## src/hw/rtl/ais_pkg.sv

```systemverilog
// shared types and constants for the alias ip receive steering block
package ais_pkg;

  // request type codes on the input channel
  localparam logic [1:0] REQ_FRAME = 2'd0;
  localparam logic [1:0] REQ_ADD   = 2'd1;
  localparam logic [1:0] REQ_DEL   = 2'd2;

  // configuration register indexes
  localparam logic CFG_PRIMARY_IP = 1'b0;
  localparam logic CFG_LINK_ETH   = 1'b1;

  // result kinds
  localparam logic KIND_VERDICT = 1'b0;
  localparam logic KIND_STATUS  = 1'b1;

  // command status codes
  localparam logic [1:0] ST_OK      = 2'd0;
  localparam logic [1:0] ST_INVALID = 2'd1;
  localparam logic [1:0] ST_IN_USE  = 2'd2;
  localparam logic [1:0] ST_FULL    = 2'd3;

  // frame parsing constants
  localparam int unsigned COUNT_W   = 7;
  localparam logic [6:0]  COUNT_MAX = 7'd127;
  localparam logic [6:0]  POS_ET_HI   = 7'd12;
  localparam logic [6:0]  POS_ET_LO   = 7'd13;
  localparam logic [6:0]  POS_INNER_HI = 7'd16;
  localparam logic [6:0]  POS_INNER_LO = 7'd17;
  localparam logic [6:0]  OFF_ETH   = 7'd14;
  localparam logic [6:0]  OFF_VLAN  = 7'd18;
  localparam logic [6:0]  IP_DST_FIRST  = 7'd16;
  localparam logic [6:0]  IP_DST_LAST   = 7'd19;
  localparam logic [6:0]  ARP_DST_FIRST = 7'd24;
  localparam logic [6:0]  ARP_DST_LAST  = 7'd27;
  localparam logic [6:0]  IP_HDR_LEN  = 7'd20;
  localparam logic [6:0]  ARP_HDR_LEN = 7'd28;
  localparam logic [15:0] ET_IPV4 = 16'h0800;
  localparam logic [15:0] ET_ARP  = 16'h0806;
  localparam logic [15:0] ET_RARP = 16'h8035;
  localparam logic [15:0] ET_VLAN = 16'h8100;
  localparam logic [3:0]  IP_VERSION_4 = 4'd4;

  // job kinds passed from the parser to the table engine
  typedef enum logic [1:0] {
    JOB_FRAME = 2'd0,
    JOB_ADD   = 2'd1,
    JOB_DEL   = 2'd2
  } job_kind_e;

  // one queued job
  typedef struct packed {
    job_kind_e   kind;
    logic        dest_ok;
    logic [31:0] addr;
  } job_t;

endpackage

```

## src/hw/rtl/ais_front.sv

```systemverilog
// front end: accepts requests, parses frame bytes, emits jobs
module ais_front (
  input  logic             clk_i,
  input  logic             rst_ni,
  input  logic             link_eth_i,
  input  logic             in_valid_i,
  output logic             in_ready_o,
  input  logic [1:0]       req_type_i,
  input  logic [7:0]       data_byte_i,
  input  logic             frame_last_i,
  input  logic [31:0]      alias_address_i,
  output logic             push_valid_o,
  input  logic             push_ready_i,
  output ais_pkg::job_t    push_job_o
);

  logic [6:0]  cnt_q, cnt_d;
  logic [15:0] et_q, et_d;
  logic        vlan_q, vlan_d;
  logic [3:0]  ver_q, ver_d;
  logic [31:0] dest_q, dest_d;

  logic        req_acc;
  logic        byte_in;
  logic [6:0]  off;
  logic        dest_ok;

  assign in_ready_o = push_ready_i;
  assign req_acc    = in_valid_i && push_ready_i;
  assign byte_in    = req_acc && (req_type_i == ais_pkg::REQ_FRAME);

  // byte parser, end of frame check and job build
  always_comb begin
    cnt_d   = cnt_q;
    et_d    = et_q;
    vlan_d  = vlan_q;
    ver_d   = ver_q;
    dest_d  = dest_q;
    off     = ais_pkg::OFF_ETH;
    dest_ok = 1'b0;
    push_valid_o        = 1'b0;
    push_job_o.kind     = ais_pkg::JOB_FRAME;
    push_job_o.dest_ok  = 1'b0;
    push_job_o.addr     = alias_address_i;

    if (byte_in && cnt_q != ais_pkg::COUNT_MAX) begin
      cnt_d = cnt_q + 7'd1;
      if (link_eth_i) begin
        if (cnt_q == ais_pkg::POS_ET_HI) begin
          et_d = {data_byte_i, 8'h00};
        end
        if (cnt_q == ais_pkg::POS_ET_LO) begin
          et_d = et_q | {8'h00, data_byte_i};
          if (et_d == ais_pkg::ET_VLAN) begin
            vlan_d = 1'b1;
          end
        end
        if (vlan_q && cnt_q == ais_pkg::POS_INNER_HI) begin
          et_d = {data_byte_i, 8'h00};
        end
        if (vlan_q && cnt_q == ais_pkg::POS_INNER_LO) begin
          et_d = et_q | {8'h00, data_byte_i};
        end
        off = vlan_d ? ais_pkg::OFF_VLAN : ais_pkg::OFF_ETH;
        if (cnt_q >= off) begin
          if (et_d == ais_pkg::ET_IPV4) begin
            if (cnt_q == off) begin
              ver_d = data_byte_i[7:4];
            end
            if (cnt_q >= off + ais_pkg::IP_DST_FIRST && cnt_q <= off + ais_pkg::IP_DST_LAST) begin
              dest_d = {dest_q[23:0], data_byte_i};
            end
          end else if (et_d == ais_pkg::ET_ARP || et_d == ais_pkg::ET_RARP) begin
            if (cnt_q >= off + ais_pkg::ARP_DST_FIRST &&
                cnt_q <= off + ais_pkg::ARP_DST_LAST) begin
              dest_d = {dest_q[23:0], data_byte_i};
            end
          end
        end
      end else begin
        if (cnt_q == 7'd0) begin
          ver_d = data_byte_i[7:4];
        end
        if (cnt_q >= ais_pkg::IP_DST_FIRST && cnt_q <= ais_pkg::IP_DST_LAST) begin
          dest_d = {dest_q[23:0], data_byte_i};
        end
      end
    end

    // destination check on the updated parse state
    if (!link_eth_i) begin
      dest_ok = (cnt_d >= ais_pkg::IP_HDR_LEN) && (ver_d == ais_pkg::IP_VERSION_4);
    end else begin
      off = vlan_d ? ais_pkg::OFF_VLAN : ais_pkg::OFF_ETH;
      if (cnt_d < ais_pkg::OFF_ETH || (vlan_d && cnt_d < ais_pkg::OFF_VLAN)) begin
        dest_ok = 1'b0;
      end else if (et_d == ais_pkg::ET_IPV4) begin
        dest_ok = (cnt_d >= off + ais_pkg::IP_HDR_LEN) && (ver_d == ais_pkg::IP_VERSION_4);
      end else if (et_d == ais_pkg::ET_ARP || et_d == ais_pkg::ET_RARP) begin
        dest_ok = (cnt_d >= off + ais_pkg::ARP_HDR_LEN);
      end else begin
        dest_ok = 1'b0;
      end
    end

    // job emit
    if (byte_in && frame_last_i) begin
      push_valid_o       = 1'b1;
      push_job_o.kind    = ais_pkg::JOB_FRAME;
      push_job_o.dest_ok = dest_ok;
      push_job_o.addr    = dest_d;
      cnt_d  = '0;
      et_d   = '0;
      vlan_d = 1'b0;
      ver_d  = '0;
      dest_d = '0;
    end else if (req_acc && req_type_i == ais_pkg::REQ_ADD) begin
      push_valid_o    = 1'b1;
      push_job_o.kind = ais_pkg::JOB_ADD;
    end else if (req_acc && req_type_i == ais_pkg::REQ_DEL) begin
      push_valid_o    = 1'b1;
      push_job_o.kind = ais_pkg::JOB_DEL;
    end
  end

  // parse state registers
  always_ff @(posedge clk_i or negedge rst_ni) begin
    if (!rst_ni) begin
      cnt_q  <= '0;
      et_q   <= '0;
      vlan_q <= 1'b0;
      ver_q  <= '0;
      dest_q <= '0;
    end else begin
      cnt_q  <= cnt_d;
      et_q   <= et_d;
      vlan_q <= vlan_d;
      ver_q  <= ver_d;
      dest_q <= dest_d;
    end
  end

endmodule

```

## src/hw/rtl/ais_queue.sv

```systemverilog
// two-entry job queue between parser and table engine
module ais_queue (
  input  logic          clk_i,
  input  logic          rst_ni,
  input  logic          push_valid_i,
  output logic          push_ready_o,
  input  ais_pkg::job_t push_job_i,
  output logic          pop_valid_o,
  input  logic          pop_ready_i,
  output ais_pkg::job_t pop_job_o
);

  ais_pkg::job_t mem_q [2];
  logic       wr_ptr_q, rd_ptr_q;
  logic [1:0] count_q;
  logic       do_push, do_pop;

  assign push_ready_o = (count_q != 2'd2);
  assign pop_valid_o  = (count_q != 2'd0);
  assign pop_job_o    = mem_q[rd_ptr_q];
  assign do_push      = push_valid_i && push_ready_o;
  assign do_pop       = pop_valid_o && pop_ready_i;

  // storage
  always_ff @(posedge clk_i) begin
    if (do_push) begin
      mem_q[wr_ptr_q] <= push_job_i;
    end
  end

  // pointers and fill count
  always_ff @(posedge clk_i or negedge rst_ni) begin
    if (!rst_ni) begin
      wr_ptr_q <= 1'b0;
      rd_ptr_q <= 1'b0;
      count_q  <= '0;
    end else begin
      if (do_push) begin
        wr_ptr_q <= ~wr_ptr_q;
      end
      if (do_pop) begin
        rd_ptr_q <= ~rd_ptr_q;
      end
      if (do_push && !do_pop) begin
        count_q <= count_q + 2'd1;
      end else if (do_pop && !do_push) begin
        count_q <= count_q - 2'd1;
      end
    end
  end

endmodule

```

## src/hw/rtl/ais_back.sv

```systemverilog
// back end: alias table, lookups, commands and the result register
module ais_back #(
  parameter int unsigned NUM_ALIASES = 8
) (
  input  logic          clk_i,
  input  logic          rst_ni,
  input  logic [31:0]   primary_ip_i,
  input  logic          pop_valid_i,
  output logic          pop_ready_o,
  input  ais_pkg::job_t pop_job_i,
  output logic          out_valid_o,
  input  logic          out_ready_i,
  output logic          result_kind_o,
  output logic [3:0]    target_o,
  output logic [1:0]    status_o,
  output logic [31:0]   dest_ip_o
);

  localparam int unsigned IDX_W = (NUM_ALIASES > 1) ? $clog2(NUM_ALIASES) : 1;

  logic [31:0]            table_q [NUM_ALIASES];
  logic [NUM_ALIASES-1:0] valid_q, valid_d;

  logic             out_valid_q;
  logic             kind_q, kind_d;
  logic [3:0]       target_q, target_d;
  logic [1:0]       status_q, status_d;
  logic [31:0]      dip_q, dip_d;

  logic             do_pop;
  logic             hit, free_any;
  logic [IDX_W-1:0] hit_idx, free_idx;
  logic [IDX_W:0]   hit_p1, free_p1;
  logic             wr_en;

  assign pop_ready_o = !out_valid_q || out_ready_i;
  assign do_pop      = pop_valid_i && pop_ready_o;

  // parallel compare, lowest matching slot and lowest free slot
  always_comb begin
    hit      = 1'b0;
    free_any = 1'b0;
    hit_idx  = '0;
    free_idx = '0;
    for (int i = NUM_ALIASES - 1; i >= 0; i--) begin
      if (valid_q[i] && table_q[i] == pop_job_i.addr) begin
        hit     = 1'b1;
        hit_idx = IDX_W'(i);
      end
      if (!valid_q[i]) begin
        free_any = 1'b1;
        free_idx = IDX_W'(i);
      end
    end
  end

  assign hit_p1  = {1'b0, hit_idx} + {{IDX_W{1'b0}}, 1'b1};
  assign free_p1 = {1'b0, free_idx} + {{IDX_W{1'b0}}, 1'b1};

  // job execution
  always_comb begin
    valid_d  = valid_q;
    wr_en    = 1'b0;
    kind_d   = ais_pkg::KIND_VERDICT;
    target_d = '0;
    status_d = ais_pkg::ST_OK;
    dip_d    = '0;
    case (pop_job_i.kind)
      ais_pkg::JOB_FRAME: begin
        if (pop_job_i.dest_ok) begin
          dip_d = pop_job_i.addr;
          if (pop_job_i.addr != primary_ip_i && hit) begin
            target_d = 4'(hit_p1);
          end
        end
      end
      ais_pkg::JOB_ADD: begin
        kind_d = ais_pkg::KIND_STATUS;
        if (pop_job_i.addr == '0) begin
          status_d = ais_pkg::ST_INVALID;
        end else if (pop_job_i.addr == primary_ip_i || hit) begin
          status_d = ais_pkg::ST_IN_USE;
        end else if (free_any) begin
          target_d = 4'(free_p1);
          wr_en    = do_pop;
          if (do_pop) begin
            valid_d[free_idx] = 1'b1;
          end
        end else begin
          status_d = ais_pkg::ST_FULL;
        end
      end
      ais_pkg::JOB_DEL: begin
        kind_d = ais_pkg::KIND_STATUS;
        if (pop_job_i.addr == '0 || !hit) begin
          status_d = ais_pkg::ST_INVALID;
        end else begin
          target_d = 4'(hit_p1);
          if (do_pop) begin
            valid_d[hit_idx] = 1'b0;
          end
        end
      end
      default: begin
        kind_d = ais_pkg::KIND_VERDICT;
      end
    endcase
  end

  // alias address storage
  always_ff @(posedge clk_i) begin
    if (wr_en) begin
      table_q[free_idx] <= pop_job_i.addr;
    end
  end

  // slot valid bits and output valid
  always_ff @(posedge clk_i or negedge rst_ni) begin
    if (!rst_ni) begin
      valid_q     <= '0;
      out_valid_q <= 1'b0;
    end else begin
      valid_q <= valid_d;
      if (do_pop) begin
        out_valid_q <= 1'b1;
      end else if (out_ready_i) begin
        out_valid_q <= 1'b0;
      end
    end
  end

  // result payload
  always_ff @(posedge clk_i) begin
    if (do_pop) begin
      kind_q   <= kind_d;
      target_q <= target_d;
      status_q <= status_d;
      dip_q    <= dip_d;
    end
  end

  assign out_valid_o   = out_valid_q;
  assign result_kind_o = kind_q;
  assign target_o      = target_q;
  assign status_o      = status_q;
  assign dest_ip_o     = dip_q;

endmodule

```

## src/hw/rtl/alias_ip_receive_steering.sv

```systemverilog
// top level: config registers, parser, job queue and alias table engine
// a job is registered in the job queue, then its result in the result register
// throughput: one request per cycle while the queue has room, all slots compared at once
// a two-entry job queue holds two more results while the output stalls, then input stalls
// reset: alias slots empty, parse state cleared, primary_ip 0, link_is_ethernet 1
module alias_ip_receive_steering #(
  parameter int unsigned NUM_ALIASES = 8
) (
  input  logic        clk_i,
  input  logic        rst_ni,
  input  logic        cfg_valid_i,
  output logic        cfg_ready_o,
  input  logic        cfg_index_i,
  input  logic [31:0] cfg_data_i,
  input  logic        in_valid_i,
  output logic        in_ready_o,
  input  logic [1:0]  req_type_i,
  input  logic [7:0]  data_byte_i,
  input  logic        frame_last_i,
  input  logic [31:0] alias_address_i,
  output logic        out_valid_o,
  input  logic        out_ready_i,
  output logic        result_kind_o,
  output logic [3:0]  target_o,
  output logic [1:0]  status_o,
  output logic [31:0] dest_ip_o
);

  logic [31:0]   primary_ip_q;
  logic          link_eth_q;

  logic          push_valid, push_ready;
  ais_pkg::job_t push_job;
  logic          pop_valid, pop_ready;
  ais_pkg::job_t pop_job;

  // configuration registers
  assign cfg_ready_o = 1'b1;

  always_ff @(posedge clk_i or negedge rst_ni) begin
    if (!rst_ni) begin
      primary_ip_q <= '0;
      link_eth_q   <= 1'b1;
    end else if (cfg_valid_i) begin
      case (cfg_index_i)
        ais_pkg::CFG_PRIMARY_IP: primary_ip_q <= cfg_data_i;
        ais_pkg::CFG_LINK_ETH:   link_eth_q   <= cfg_data_i[0];
        default: begin
          link_eth_q <= link_eth_q;
        end
      endcase
    end
  end

  // request parser
  ais_front u_front (
    .clk_i           (clk_i),
    .rst_ni          (rst_ni),
    .link_eth_i      (link_eth_q),
    .in_valid_i      (in_valid_i),
    .in_ready_o      (in_ready_o),
    .req_type_i      (req_type_i),
    .data_byte_i     (data_byte_i),
    .frame_last_i    (frame_last_i),
    .alias_address_i (alias_address_i),
    .push_valid_o    (push_valid),
    .push_ready_i    (push_ready),
    .push_job_o      (push_job)
  );

  // job queue
  ais_queue u_queue (
    .clk_i        (clk_i),
    .rst_ni       (rst_ni),
    .push_valid_i (push_valid),
    .push_ready_o (push_ready),
    .push_job_i   (push_job),
    .pop_valid_o  (pop_valid),
    .pop_ready_i  (pop_ready),
    .pop_job_o    (pop_job)
  );

  // alias table engine
  ais_back #(
    .NUM_ALIASES (NUM_ALIASES)
  ) u_back (
    .clk_i         (clk_i),
    .rst_ni        (rst_ni),
    .primary_ip_i  (primary_ip_q),
    .pop_valid_i   (pop_valid),
    .pop_ready_o   (pop_ready),
    .pop_job_i     (pop_job),
    .out_valid_o   (out_valid_o),
    .out_ready_i   (out_ready_i),
    .result_kind_o (result_kind_o),
    .target_o      (target_o),
    .status_o      (status_o),
    .dest_ip_o     (dest_ip_o)
  );

endmodule

```

## config.mk

```make
export PLATFORM = sky130hd
export DESIGN_NAME = alias_ip_receive_steering
export DESIGN_NICKNAME = d
export VERILOG_FILES = /design/src/hw/rtl/ais_pkg.sv /design/src/hw/rtl/ais_front.sv /design/src/hw/rtl/ais_queue.sv /design/src/hw/rtl/ais_back.sv /design/src/hw/rtl/alias_ip_receive_steering.sv
export SDC_FILE = /design/constraint.sdc
export NUM_CORES = 1
export LEC_CHECK = 0
export BUFFER_PORTS_ARGS = -buffer_cell sky130_fd_sc_hd__buf_2
export CORE_MARGIN = 8
export CORE_UTILIZATION = 60
export DETAILED_ROUTE_END_ITERATION = 10
export GPL_ROUTABILITY_DRIVEN = 1
export PLACE_DENSITY = 0.79
export REMOVE_ABC_BUFFERS = 1
export SKIP_CTS_REPAIR_TIMING = 1
export SYNTH_ARGS = -nofsm -noshare
export SYNTH_HDL_FRONTEND = slang
export SYNTH_HIERARCHICAL = 1
export SYNTH_SLANG_ARGS = --single-unit
```

## constraint.sdc

```tcl
create_clock -name clk_i -period 7.9 [get_ports clk_i]
set_clock_uncertainty 0.1 [all_clocks]
set_input_delay 0.395 -clock clk_i [delete_from_list [all_inputs] [get_ports clk_i]]
set_output_delay 0.395 -clock clk_i [all_outputs]
set_load 0.01 [all_outputs]
```

== Word level (Yosys, flattened, before mapping) ==
Memory sizes are Yosys's and may differ from the RTL's.
Index checks and enable logic that the tools add are counted.

* Register bits after elaboration: 145
* RAM bits: 326
* Input bits: 81
* Output and inout port bits: 42
* Word-level logic and storage cells: 254
* Memories kept: 2

{| class="wikitable"
|+ Memories
! memory !! words !! width !! rd ports !! clocked after memory_dff !! write ports !! line !! RTL
|-
| u_back.table_q || 8 || 32 || 8 || 0 || 1 || ais_back.sv:21 || <nowiki>logic [31:0] table_q [NUM_ALIASES];</nowiki>
|-
| u_queue.mem_q || 2 || 35 || 1 || 0 || 1 || ais_queue.sv:13 || <nowiki>ais_pkg::job_t mem_q [2];</nowiki>
|}

* $add $sub $neg: 11
* $lt $le $gt $ge: 16
* Equal/unequal tests: 35
* Mux-type cells: 115
* Bitwise logic cells: 7
* Reductions and logical operators: 52

{| class="wikitable"
|+ Operators with widths
! operator !! count
|-
| $eq A32 B32 Y1 || 9
|-
| $mux W32 || 9
|-
| $mux W16 || 9
|-
| $eq A16 B12 Y1 const B || 4
|-
| $mux W4 || 13
|-
| $eq A16 B16 Y1 const B || 3
|-
| $mux W3 || 16
|-
| $mux W8 || 6
|-
| $mux W1 || 44
|-
| $add A7 B5 Y7 const B || 6
|-
| $ge A7 B7 Y1 || 5
|-
| $mux W33 || 1
|-
| $logic_not A32 Y1 || 1
|-
| $ne A32 B32 Y1 || 1
|-
| $logic_and A1 B1 Y1 || 29
|-
| $mux W2 || 8
|-
| $or A16 B8 Y16 || 1
|-
| $pmux W8 S2 || 1
|-
| $eq A7 B4 Y1 const B || 2
|-
| $eq A7 B5 Y1 const B || 2
|-
| $ge A7 B5 Y1 const B || 2
|-
| $le A7 B7 Y1 || 2
|-
| $mux W7 || 2
|-
| $ne A2 B2 Y1 const B || 6
|-
| 31 further kinds || 54
|}

== Logic depth before layout (Yosys ltp) ==
An unclocked memory read counts as a cell.

* Word-level depth: 20
* Gate-level depth with buffers: 19
* Gate-level depth less buffers: 17

== Hierarchy ==
The synthesis kept the hierarchy.

{| class="wikitable"
|+ Modules (own cells, without submodules)
! module !! times used !! cells an instance !! area an instance (µm²) !! seq. area each (µm²)
|-
| ais_back || 1 || 892 || 13415.4 || 9083.7
|-
| ais_front || 1 || 545 || 4231.6 || 1501.4
|-
| ais_queue || 1 || 127 || 2870.3 || 2202.1
|-
| alias_ip_receive_steering || 1 || 74 || 1411.4 || 827.0
|}

== Worst setup path before layout ==
No wires, ideal clock.

* Kind: input-to-reg
* Start point: input data_byte_i[5]
* End point: memory u_queue/mem_q[0][14] (netlist bit) (data pin)
* Library setup time: 0.184 ns
* Arrival time: 3.847 ns
* Data required time: 7.616 ns
* Setup slack: 3.770 ns
* Stages: 18
* Path buffers: 3
* Path through: clkbuf_1 > or4_1 > nor3_1 > nand4_1 > nor3_1 > or2_2 > ha_1 > a21o_1 > a21oi_1 > a21oi_1 > or3_1 > nand4_1 > o22ai_4 > o21ai_2 > buf_6 > clkbuf_1 > nor3_1 > a211oi_1

{| class="wikitable"
|+ RTL lines
! what !! line !! RTL
|-
| start: declaration || alias_ip_receive_steering.sv:18 || <nowiki>input logic [7:0] data_byte_i,</nowiki>
|-
| end: declaration || ais_queue.sv:13 ||
|}

==> flow_summary.toml <==
[floorplan]
floorplan.initialDensity_pct = 60.5
die_y_um = 207
die_width_um = 207
ioPinCount = 123
rows = 70
core_area_um2 = 36300
die-area_um2 = 42900

[worst_setup_path]
regToRegSetupSlack_ns = 2.76
worstPathArrival_ns = 5.29
crit_type = "reg2reg"
start_kind = "flop"
critPathRequiredTime_ns = 8.05
path_max_fanout = 68
worstSetupEndpointType = "flop"

[pwr]
leakagePower_nw = 9.33
peakVddDrop_uv = 199
p_per_area_nw_per_um2 = 318

[timing]
setup_ws_ns = 2.76
fin_crit_sh_pct = 65.1
final-max-slew-violation-count = 0
fin_crit_ns = 5.14
hold_viol = 0
clock.fmax_mhz = 194
rsz0062_at_grt = "false"
worst_slew_pin_slew_ns = 1.12
tns_ns = 0
relSlewSlack_pct = 25.4
finalSetupViolCount = 0

[synth]
yosys-top-cells-count = "edfxtp_1, xor2_1, dfrtp_1"
muxShareOfSynthArea_pct = 5.24
synth-xor-area-share_pct = 11.9
synth_top_family_by_area = "XOR/XNOR gates"
yosys-top-cells-area = "edfxtp_1, dfrtp_1, xor2_1"
synth_seq_cells = 471
synth_compound_area_share_pct = 4.90
synth_top_area_cell = "edfxtp_1"
yosys_warnings = 6
synth.most_common_cell = "edfxtp_1"
synthesis.instances = 1638
synth_edf_count = 365
synthAdderAreaFrac_pct = 1.14
synth_top_area_share_pct = 50.0
yosys.area_share.simple_pct = 11.7
synth.cell_area_um2 = 21900
synthArstFlopShare_pct = 22.5
ys_seq_area_share_pct = 62.1
ys_types = 77
syn_area_per_cell_um2 = 13.4
ys.flop_type = "edfxtp_1"

[global_route]
grt_max_degree = 99
grt_overflow = 0
grtUsageTotal_pct = 23.3
grt_pass1_wl_um = 78900
antenna_found_initial = 0
first_global_vias = 14000

[drt]
drtIter0Drc = 1325
via_per_inst = 6.13
dr_total_vias = 13900
wl_per_cell_um = 23.5
drt-total-wl_um = 53300
ant_nets = 0
dr.pass1.iters = 5
post-route-drc-count = 0

[finish]
syn_to_final_growth_pct = 11.9
n_antenna_cell = 0
finalNetCount = 1867
stdcell_area_um2 = 24500
final_cells = 2271
drive_above_1_share_pct = 16.7

[place]
dpl_worst_slack_ns = 2.71
dp_hpwl_um = 31600
place_area_um2 = 22700
placed_cells = 2154
gp_congestion = 0.922
io_buffers = 121

[clock_network]
clockRootBuffer = "clkbuf_16"
cts_max_path_buffers = 3
cts.sinks = 471
cts_buffers = 47
path_clk_slew_ns = 0.06
cts_htree_levels = 2
clk-insertion-delay-late_ns = 0.56
cts_tree = "yes"

[hold_path]
holdCritPathClass = "in2reg"

[outcome]
outcome = "finished, final reports clean"

[job]
cap_violations = 0
critical path: stages (launching register included):
cell and delay, ns:
dfrtp_1 0.46, inv_1 0.14, ha_1 0.26, nor3b_2 0.38, nand3_1 0.13, nor3_1 0.30
or2_2 0.24, ha_1 0.28, a21o_1 0.21, a21oi_1 0.20, a21oi_1 0.09, or3_1 0.38
nand4_1 0.17, o22ai_4 0.15, o21ai_4 0.62, buf_12 0.34, mux2i_1 0.27, o21ai_1 0.10
stage by stage:
| stage | hold WS (ns) | util (%) | power (mW) |
|---|---|---|---|
| after detailed placement | 0.274 | 62.6 | 5.56 |
| after floorplan | -0.000591 | - | 4.78 |
| after CTS | -0.306 | 66.8 | 7.78 |
| after global routing | 0.000531 | 67.6 | 8.10 |
| final | 0.00972 | 67.6 | 7.81 |
| after global placement | 0.272 | 62.6 | 5.48 |
placed cells by master (no fill, tap or decap), types with 7 or more instances in the layout:
cell,synthesis,routed
mux2i_1,15,15
a211oi_1,16,16
inv_1,18,18
xor2_1,224,224
nor3_1,60,60
clkbuf_16,0,47
nor2_1,82,81
clkinv_1,0,11
xnor2_1,74,74
mux2_2,10,10
and3_1,46,46
a31oi_1,10,10
nand2_1,90,89
dfrtp_1,105,104
edfxtp_1,365,365
o21ai_0,41,41
or3_1,10,10
o22ai_1,11,11
dlygate4sd3_1,0,31
nand3_1,49,49
buf_4,12,16
clkinv_2,0,9
nand4_1,31,31
a21oi_1,43,43
nor4_1,67,67
a22oi_1,7,7
o21ai_1,10,10
nand2b_1,7,7
mux2_4,59,59
buf_2,24,120
ha_1,20,20
final timing paths:
kind                                                  end                            from  cells after the start
max in group asynchronous    u_queue/rd_ptr_q$_DFFE_PN0P_                          rst_ni                      3
max                         u_queue/mem_q[1][6]$_DFFE_PP_      u_front/cnt_q[1]$_DFF_PN0_                     17
min                           primary_ip_q[0]$_DFFE_PN0P_                   cfg_data_i[0]                      2
max reg2reg                 u_queue/mem_q[1][6]$_DFFE_PP_      u_front/cnt_q[1]$_DFF_PN0_                     17
min reg2reg                u_queue/count_q[1]$_DFFE_PN0P_  u_queue/count_q[1]$_DFFE_PN0P_                      1
min in group asynchronous       u_front/et_q[3]$_DFF_PN0_                          rst_ni                      2
where the power goes:
group / leakage (nW) / switching [mW] / internal, mW
combinational: 3.88 / 1.49 / 0.749
sequential: 4.71 / 0.158 / 3.18
clock: 0.740 / 0.931 / 1.30
total: 9.33 / 2.58 / 5.23
metal layers:
| metal | track usage, % | vias up | wire length, um |
|---|---|---|---|
| met3 | 5.25 | 137 | 4000 |
| met2 | 39.4 | 621 | 26100 |
| met5 | 0 | - | 0 |
| met4 | 8.06 | 0 | 1810 |
| li1 | - | 6254 | - |
| met1 | 29.5 | 6906 | 21400 |
logic make-up after synthesis:
family,after synthesis
xor gates and xnor gates,298
AOI/OAI and AO/OA,171
and+or+nand+nor,485
buffers and inverters,108
DFF,471
other,1
adders and majority gates,20
muxes,84
flip-flops by register name, summed over array words and instances, names as in the netlist:
| name | count |
|---|---|
| u_front/et_q | 16 |
| u_back/dest_ip_o | 32 |
| u_front/dest_q | 32 |
| link_eth_q | 1 |
| u_back/table_q | 256 |
| primary_ip_q | 32 |
| u_front/cnt_q | 7 |
| u_back/result_kind_o | 1 |
| u_back/target_o | 4 |
| u_queue/rd_ptr_q | 1 |
| u_front/vlan_q | 1 |
| u_queue/count_q | 2 |
| u_back/status_o | 2 |
| u_front/ver_q | 4 |
| u_back/out_valid_o | 1 |
| u_queue/mem_q | 70 |
| u_back/valid_q | 8 |
| u_queue/wr_ptr_q | 1 |
area by class of cell:
cell class              count  area (um^2)
multi-input cells        1059         7680
flip-flops and latches    471        13600
inverters                  19         71.3
clock inverters            32          314
well taps                 468          586
fillers                  2510        11700
clock buffers              54         1210
repair buffers            168         1050
Power figures use the tool's default switching activity.
